`config.mk`:
```
export PLATFORM = sky130hd
export DESIGN_NAME = olads_cell
export DESIGN_NICKNAME = d
export VERILOG_FILES = /design/src/rtl/core/olads_pkg.sv /design/src/rtl/core/olads_cell.sv
export SDC_FILE = /design/constraint.sdc
export NUM_CORES = 1
export LEC_CHECK = 0
export BUFFER_PORTS_ARGS = -buffer_cell sky130_fd_sc_hd__buf_2
export CORE_MARGIN = 2
export CORE_UTILIZATION = 50
export CTS_CLUSTER_DIAMETER = 60
export CTS_CLUSTER_SIZE = 12
export DETAILED_ROUTE_END_ITERATION = 10
export HOLD_SLACK_MARGIN = 0.1
export PLACE_DENSITY = 0.93
export SLEW_MARGIN = 20
export SYNTH_ARGS = -nofsm -noshare
export SYNTH_HDL_FRONTEND = slang
export SYNTH_SLANG_ARGS = --single-unit
```
`constraint.sdc`:
```
create_clock -name clk_i -period 4.8 [get_ports clk_i]
set_input_delay 0.72 -clock clk_i [delete_from_list [all_inputs] [get_ports clk_i]]
set_output_delay 0.72 -clock clk_i [all_outputs]
set_load 0.05 [all_outputs]
```
`src/rtl/core/olads_pkg.sv`:
```
// Package for the ordered list core: sizes, request and status codes,
// and the control word that the sequencer hands to every list cell.
// No dependencies.
`default_nettype none

package olads_pkg;

  // Number of list cells, the index and count widths sized for it, and the entry width.
  localparam int unsigned CAPACITY = 64;
  localparam int unsigned IDX_W    = (CAPACITY > 1) ? $clog2(CAPACITY) : 1;
  localparam int unsigned CNT_W    = 7;
  localparam int unsigned DATA_W   = 32;

  // Request codes carried on the mode field.
  typedef enum logic [1:0] {
    MODE_APPEND = 2'd0,
    MODE_DELETE = 2'd1,
    MODE_SORT   = 2'd2,
    MODE_READ   = 2'd3
  } mode_e;

  // Status codes carried on every result.
  typedef enum logic [1:0] {
    STATUS_OK    = 2'd0,
    STATUS_FULL  = 2'd1,
    STATUS_EMPTY = 2'd2
  } status_e;

  // Operation that every cell performs in a given cycle.
  typedef enum logic [2:0] {
    CELL_HOLD,
    CELL_APPEND,
    CELL_LOAD,
    CELL_SWAP,
    CELL_ROTATE
  } cell_op_e;

  // Control word broadcast along the row of cells.
  typedef struct packed {
    cell_op_e                   op;
    logic                       parity;
    logic                       sort;
    logic signed [DATA_W-1:0]   operand;
    logic        [CNT_W-1:0]    count;
  } cell_ctrl_t;

endpackage

`default_nettype wire

```
`src/rtl/core/olads_cell.sv`:
```
// One list cell: holds an entry, its ordering flag and its tally bit, and
// trades them with its neighbours under the broadcast control word.
// Depends on olads_pkg.
`default_nettype none

module olads_cell (
  input  wire                              clk_i,
  input  wire                              rst_ni,
  input  wire olads_pkg::cell_ctrl_t       ctrl_i,
  input  wire  [olads_pkg::IDX_W-1:0]      idx_i,
  // Left neighbour.
  input  wire  signed [olads_pkg::DATA_W-1:0] left_value_i,
  input  wire                              left_hi_i,
  input  wire                              left_swap_i,
  // Right neighbour.
  input  wire  signed [olads_pkg::DATA_W-1:0] right_value_i,
  input  wire                              right_hi_i,
  input  wire                              right_tally_i,
  // This cell.
  output logic signed [olads_pkg::DATA_W-1:0] value_o,
  output logic                             hi_o,
  output logic                             tally_o,
  output logic                             swap_right_o
);

  import olads_pkg::*;

  logic signed [DATA_W-1:0] value_q, value_d;
  logic                     hi_q, hi_d;
  logic                     tally_q, tally_d;
  logic                     is_first, is_last;
  logic                     pair_right, pair_left;
  logic                     in_list, match;

  assign is_first = (idx_i == '0);
  assign is_last  = (idx_i == IDX_W'(CAPACITY - 1));

  // In each phase a cell pairs either with its right or with its left neighbour.
  assign pair_right = (idx_i[0] == ctrl_i.parity) && !is_last;
  assign pair_left  = (idx_i[0] != ctrl_i.parity) && !is_first;

  // The pair swaps when the left entry orders after the right one. A flagged
  // entry orders after any unflagged one; on a sort two unflagged entries
  // compare by signed value.
  assign swap_right_o = pair_right &&
                        ((hi_q && !right_hi_i) ||
                         (ctrl_i.sort && !hi_q && !right_hi_i && (value_q > right_value_i)));

  assign in_list = (CNT_W'(idx_i) < ctrl_i.count);
  assign match   = !ctrl_i.sort && (value_q == ctrl_i.operand);

  // Next state of the cell.
  always_comb begin
    value_d = value_q;
    hi_d    = hi_q;
    tally_d = tally_q;
    unique case (ctrl_i.op)
      CELL_HOLD: begin
      end
      CELL_APPEND: begin
        if (CNT_W'(idx_i) == ctrl_i.count) begin
          value_d = ctrl_i.operand;
        end
      end
      CELL_LOAD: begin
        hi_d    = !in_list || match;
        tally_d = in_list && match;
      end
      CELL_SWAP: begin
        if (swap_right_o) begin
          value_d = right_value_i;
          hi_d    = right_hi_i;
        end else if (pair_left && left_swap_i) begin
          value_d = left_value_i;
          hi_d    = left_hi_i;
        end
        tally_d = is_last ? 1'b0 : right_tally_i;
      end
      CELL_ROTATE: begin
        value_d = right_value_i;
      end
      default: begin
      end
    endcase
  end

  // Flags are control state and are cleared by reset.
  always_ff @(posedge clk_i or negedge rst_ni) begin
    if (!rst_ni) begin
      hi_q    <= 1'b0;
      tally_q <= 1'b0;
    end else begin
      hi_q    <= hi_d;
      tally_q <= tally_d;
    end
  end

  // The entry itself is payload and needs no reset.
  always_ff @(posedge clk_i) begin
    value_q <= value_d;
  end

  assign value_o = value_q;
  assign hi_o    = hi_q;
  assign tally_o = tally_q;

endmodule

`default_nettype wire

```
# Yosys cells after proc, flatten, opt, wreduce, memory -nomap -nowiden
# Cells that the tools add are included.
# word_totals
register_bits	34
in_bits	120
out_inout_bits	35
# classes
magnitude_cmp	2
eq_ne	11
n_mux	9
reduce_logical	23
# op_table
operator	count
2-to-1 mux 32 bit	3
one-hot mux 32 bit (3 select lines)	1
equality test 32 bit	1
> comparator 32 bit	1
logical AND 1 bit	10
equality test 6 x 7 -> 1 bit	1
less-than comparator 6 x 7 -> 1 bit	1
equality test 3 x 2 -> 1 bit (second input constant)	2
equality test 6 bit (second input constant)	1
zero test 1 bit	6
zero test 6 bit	1
one-hot mux 1 bit (2 select lines)	2
equality test 3 x 1 -> 1 bit (second input constant)	1
equality test 3 bit (second input constant)	1
2-to-1 mux 1 bit	3
inequality test 3 bit (second input constant)	1
AND reduction 3 bit	1
nonzero test 3 bit	1
logical OR 1 bit	2
inequality test 2 bit (second input constant)	1
AND reduction 2 bit	1
nonzero test 2 bit	1
equality test 1 bit	1
inequality test 1 bit	1

# Logic depth before layout (Yosys ltp)
# logic_depth
depth_word	8
mapped_depth	11
depth_no_buf	9

# Worst setup path after synthesis
# No wires, ideal clock.
# synth_path
path_kind	input to register
start	input port right_value_i[14] (netlist name)
end	register value_q[0] (netlist: value_o[0]), enable pin
arrival_time_ns	3.762
required_time_ns	4.375
path_slack_ns	0.613
path_stages	10
cell_sequence	inv_1 > ha_1 > nand4_1 > nor4_1 > a21bo_2 > o211a_1 > o211ai_1 > buf_2 > a21oi_1 > o21ai_1
# synth_between
elab_chain_len	6
# synth_lines
element	line_no	source
start, declared	olads_cell.sv:16	input wire signed [olads_pkg::DATA_W-1:0] right_value_i,
> comparator 32 bit	olads_cell.sv:47	(ctrl_i.sort && !hi_q && !right_hi_i && (value_q > right_value_i)));
logical AND 1 bit	olads_cell.sv:47	
logical OR 1 bit	olads_cell.sv:46	((hi_q && !right_hi_i) ||
logical AND 1 bit	olads_cell.sv:45	assign swap_right_o = pair_right &&
inequality test 3 bit (no line)	-	
AND reduction 3 bit (no line)	-	
end signal, assigned	olads_cell.sv:100	value_q <= value_d;
end, declared	olads_cell.sv:28	logic signed [DATA_W-1:0] value_q, value_d;
# No other way between the ends.
# A chain may end at the register's enable or synchronous reset.

# Worst setup path in the final report
# layout_path
start	input port right_value_i[14] (netlist name)
end	output port swap_right_o
# layout_between
elab_chain_len	4
# layout_lines
element	line_no	source
> comparator 32 bit	olads_cell.sv:47	
logical AND 1 bit	olads_cell.sv:47	
logical OR 1 bit	olads_cell.sv:46	
logical AND 1 bit	olads_cell.sv:45	
end, declared	olads_cell.sv:23	output logic swap_right_o
# No other way between the ends.

==> metrics.csv <==
metric;value;unit
top_reg_cell synth;edfxtp_1;
Tcrit/Tclk final;73.7;%
Ports;155;
CTS tree;yes;
drt total wl;13.0;mm
top cell family by delay on the critical path;compound AO/OA/AOI/OAI gates;
drc violations;0;
critical path depth;11;
Initial Utilization;52.2;%
Detailed Route Iter0 Violations;349;
post-route ant nets;0;
CTS root buffer;clkbuf_8;
max incr delay on CP;0.37;ns
initial antenna violation count;0;
Die X;91.5;µm
R2R cell count;9;
Synth area leaders;edfxtp_1 (25%), ha_1 (12%), nand2_1 (7.7%);
post_cts resized;0;
layout cells sized above 1;28.6;%
Placement Cell Area;4680;µm²
Unique masters post-synth;42;
Synth Register Bits;34;
Final HPWL DP;9.81;mm
post-synthesis sequential area ratio;26.4;%
Core ar.;7330;µm²
minimum clock period;3.54;ns
first-pass GRT wire length;19.9;mm
Via-to-Cell Ratio;6.18;
crit path cell chain;buf_2, inv_1, ha_1, nand4_1, nor4_1, a21bo_2, o211a_1, o211ai_1, a21oi_1, inv_1, buf_2;
FFs w/ async S/R, synth;5.88;%
endpoint type of the worst setup path;primary output;
Clock Latency Late Sink;0.29;ns
Die Span Y;91.5;µm
Placer Congestion;0.946;
All-Layer GR Usage;29.4;%
Ant. Diodes;0;
CTS clock-pin slew for the worst setup and hold paths;0.07;ns
worst slew margin relative to its limit;53.8;%
Max clock buf depth;2;
die area;8370;µm²
setup TNS;0;ns
drt pass-1 iters;6;
Peak supply drop;119;µV
EDFF count, synth;32;
Pleak;0.00212;µW
maximum clock rate;282;MHz
Area Growth Syn to Fin;24.2;%
vias in the first global route;4154;
Yosys Warn Count;0;
reg-to-reg startpoint;value_o[14]$_DFFE_PP_;
Synth Area per Inst;8.13;µm²
PD cells;211;nW/µm²
crit path from;right_value_i[14];
crit-path max FO;3;
Yosys top cell area share;25.1;%
final hold viol count;0;
post-route cell area;4760;µm²
total number of vias;4394;
gr ovfl total;0;
Syn Std Cell Area;3830;µm²
critical path class;in2out;
unrepaired setup endpoints after global routing;false;
H-tree levels;2;
final net count;769;
FP Rows;31;
Post-Route Skew;0.0105;ns
Data required, critical path;4.08;ns
Slew @ Worst Pin;0.689;ns
Post-CTS Setup Bufs;0;
PnR worst setup slack;1.26;ns
cell count after placement;703;
Post-Place Setup Slack;1.28;ns
Clock Sinks;34;
max-slew violation count;0;
Cells after Synth;471;
Hold-fix buffers, CTS;0;
max cap viols;0;
CTS buffer count;5;
largest net degree at the start of global routing;65;
Hold Crit Class;in2async;
Mapped Nets;629;
WP buf/inv;4;
PortBufs;154;
non-filler cells, final;711;
wire per inst;18.3;µm
startpoint class of the critical path;primary input;
Critical-path top delay cell;nor4_1;
Synth area leader;edfxtp_1;
WP data arrival;2.82;ns
final setup fails;0;
run status;completed;
## final cells by class
| class | instances | area, µm² |
|---|---|---|
| Fill cell | 628 | 2570 |
| Multi-Input combinational cell | 363 | 2540 |
| Sequential cell | 34 | 1010 |
| Timing Repair Buffer | 163 | 838 |
| Inverter | 44 | 165 |
| Tap cell | 99 | 124 |
| Clock buffer | 8 | 80.1 |
## power breakdown
group / leakage (µW) / internal, µW / switching [µW] / total [µW]
combinational: 0.00176 / 147 / 269 / 417
sequential: 0.000321 / 352 / 18.6 / 371
clock: 0.0000395 / 103 / 110 / 214
total: 0.00212 / 603 / 399 / 1000
## worst register-to-register path, delay by kind of cell, from the launching register on
kind,cells,cell delay [ns]
AOI/OAI and AO/OA,4,0.90
adders and majority gates,1,0.36
buffers and inverters,1,0.59
DFF,1,0.45
and+or+nand+nor,3,0.60
## registers in the layout, indices dropped and copies added (netlist names)
| signal | flops |
|---|---|
| hi_o | 1 |
| tally_o | 1 |
| value_o | 32 |
## logic make-up (layout without fill, tap and decap cells)
logic type      count (synthesis)  count (layout)  share of synthesized area [%]
simple gates                  155             155                           19.2
compound gates                137             137                           26.6
buf+inv                        74             215                           7.88
fa+ha+maj                      38              38                           12.4
flops                          34              34                           26.4
xor+xnor                       33              33                           7.55
## metal layers
layer | part of all wire, % | GRT usage, % | up-vias
li1 | - | - | 2037
met2 | 48 | 49.9 | 289
met1 | 40 | 37.2 | 2025
met3 | 8.8 | 4.65 | 43
met4 | 3.3 | 12.0 | 0
met5 | 0 | 0 | -
## synth_stat cells (13+ instances only)
| library cell | n |
|---|---|
| a22oi_1 | 32 |
| xor2_1 | 18 |
| clkbuf_1 | 13 |
| nand2_1 | 79 |
| a21oi_1 | 19 |
| buf_2 | 16 |
| edfxtp_1 | 32 |
| ha_1 | 38 |
| nor3_1 | 31 |
| o21a_1 | 32 |
| inv_1 | 44 |
| xnor2_1 | 15 |
| a32oi_1 | 32 |
## per-stage QoR
step           hold slack (ns)  utilization (%)  power (µW)
2_1_floorplan            0.424                -         637
3_3_place_gp             0.509             63.8         768
3_5_place_dp             0.513             63.8         785
4_1_cts                  0.205             64.9         993
5_1_grt                  0.200             64.9        1040
6_report                 0.207             64.9        1000
## path summary, 6_finish.rpt
| kind | end | slack (ns) |
|---|---|---|
| hold / removal | tally_o$_DFFE_PN0P_ | 0.21 |
| setup reg to reg | value_o[18]$_DFFE_PP_ | 1.64 |
| min in group clk_i | tally_o$_DFFE_PN0P_ | 0.57 |
| hold reg to reg | tally_o$_DFFE_PN0P_ | 0.57 |
| max in group asynchronous | hi_o$_DFFE_PN0P_ | 4.49 |
| setup / recovery | swap_right_o | 1.26 |
## layout by cell type, fill, tap and decap left out, drive strengths merged
cell type and count:
buf 163, nand2 79, inv 44, ha 38, a22oi 32, a32oi 32
o21a 32, edfxtp 32, nor3 31, a21oi 19, xor2 18, xnor2 15
nand4 11, o21ai 8, clkbuf 8, nor4 7, nand3 6, nor2 5
nor2b 4, and2 3, or4 3, and4 2, o211ai 2, a211oi 2
a31oi 2, dfrtp 2, a311oi 1, o2111ai 1, a221oi 1, a21bo 1
o211a 1, a21o 1, nand2b 1, or3 1, or2 1, o311a 1
nand4b 1, o41ai 1
(Power assumes the default switching activity.)
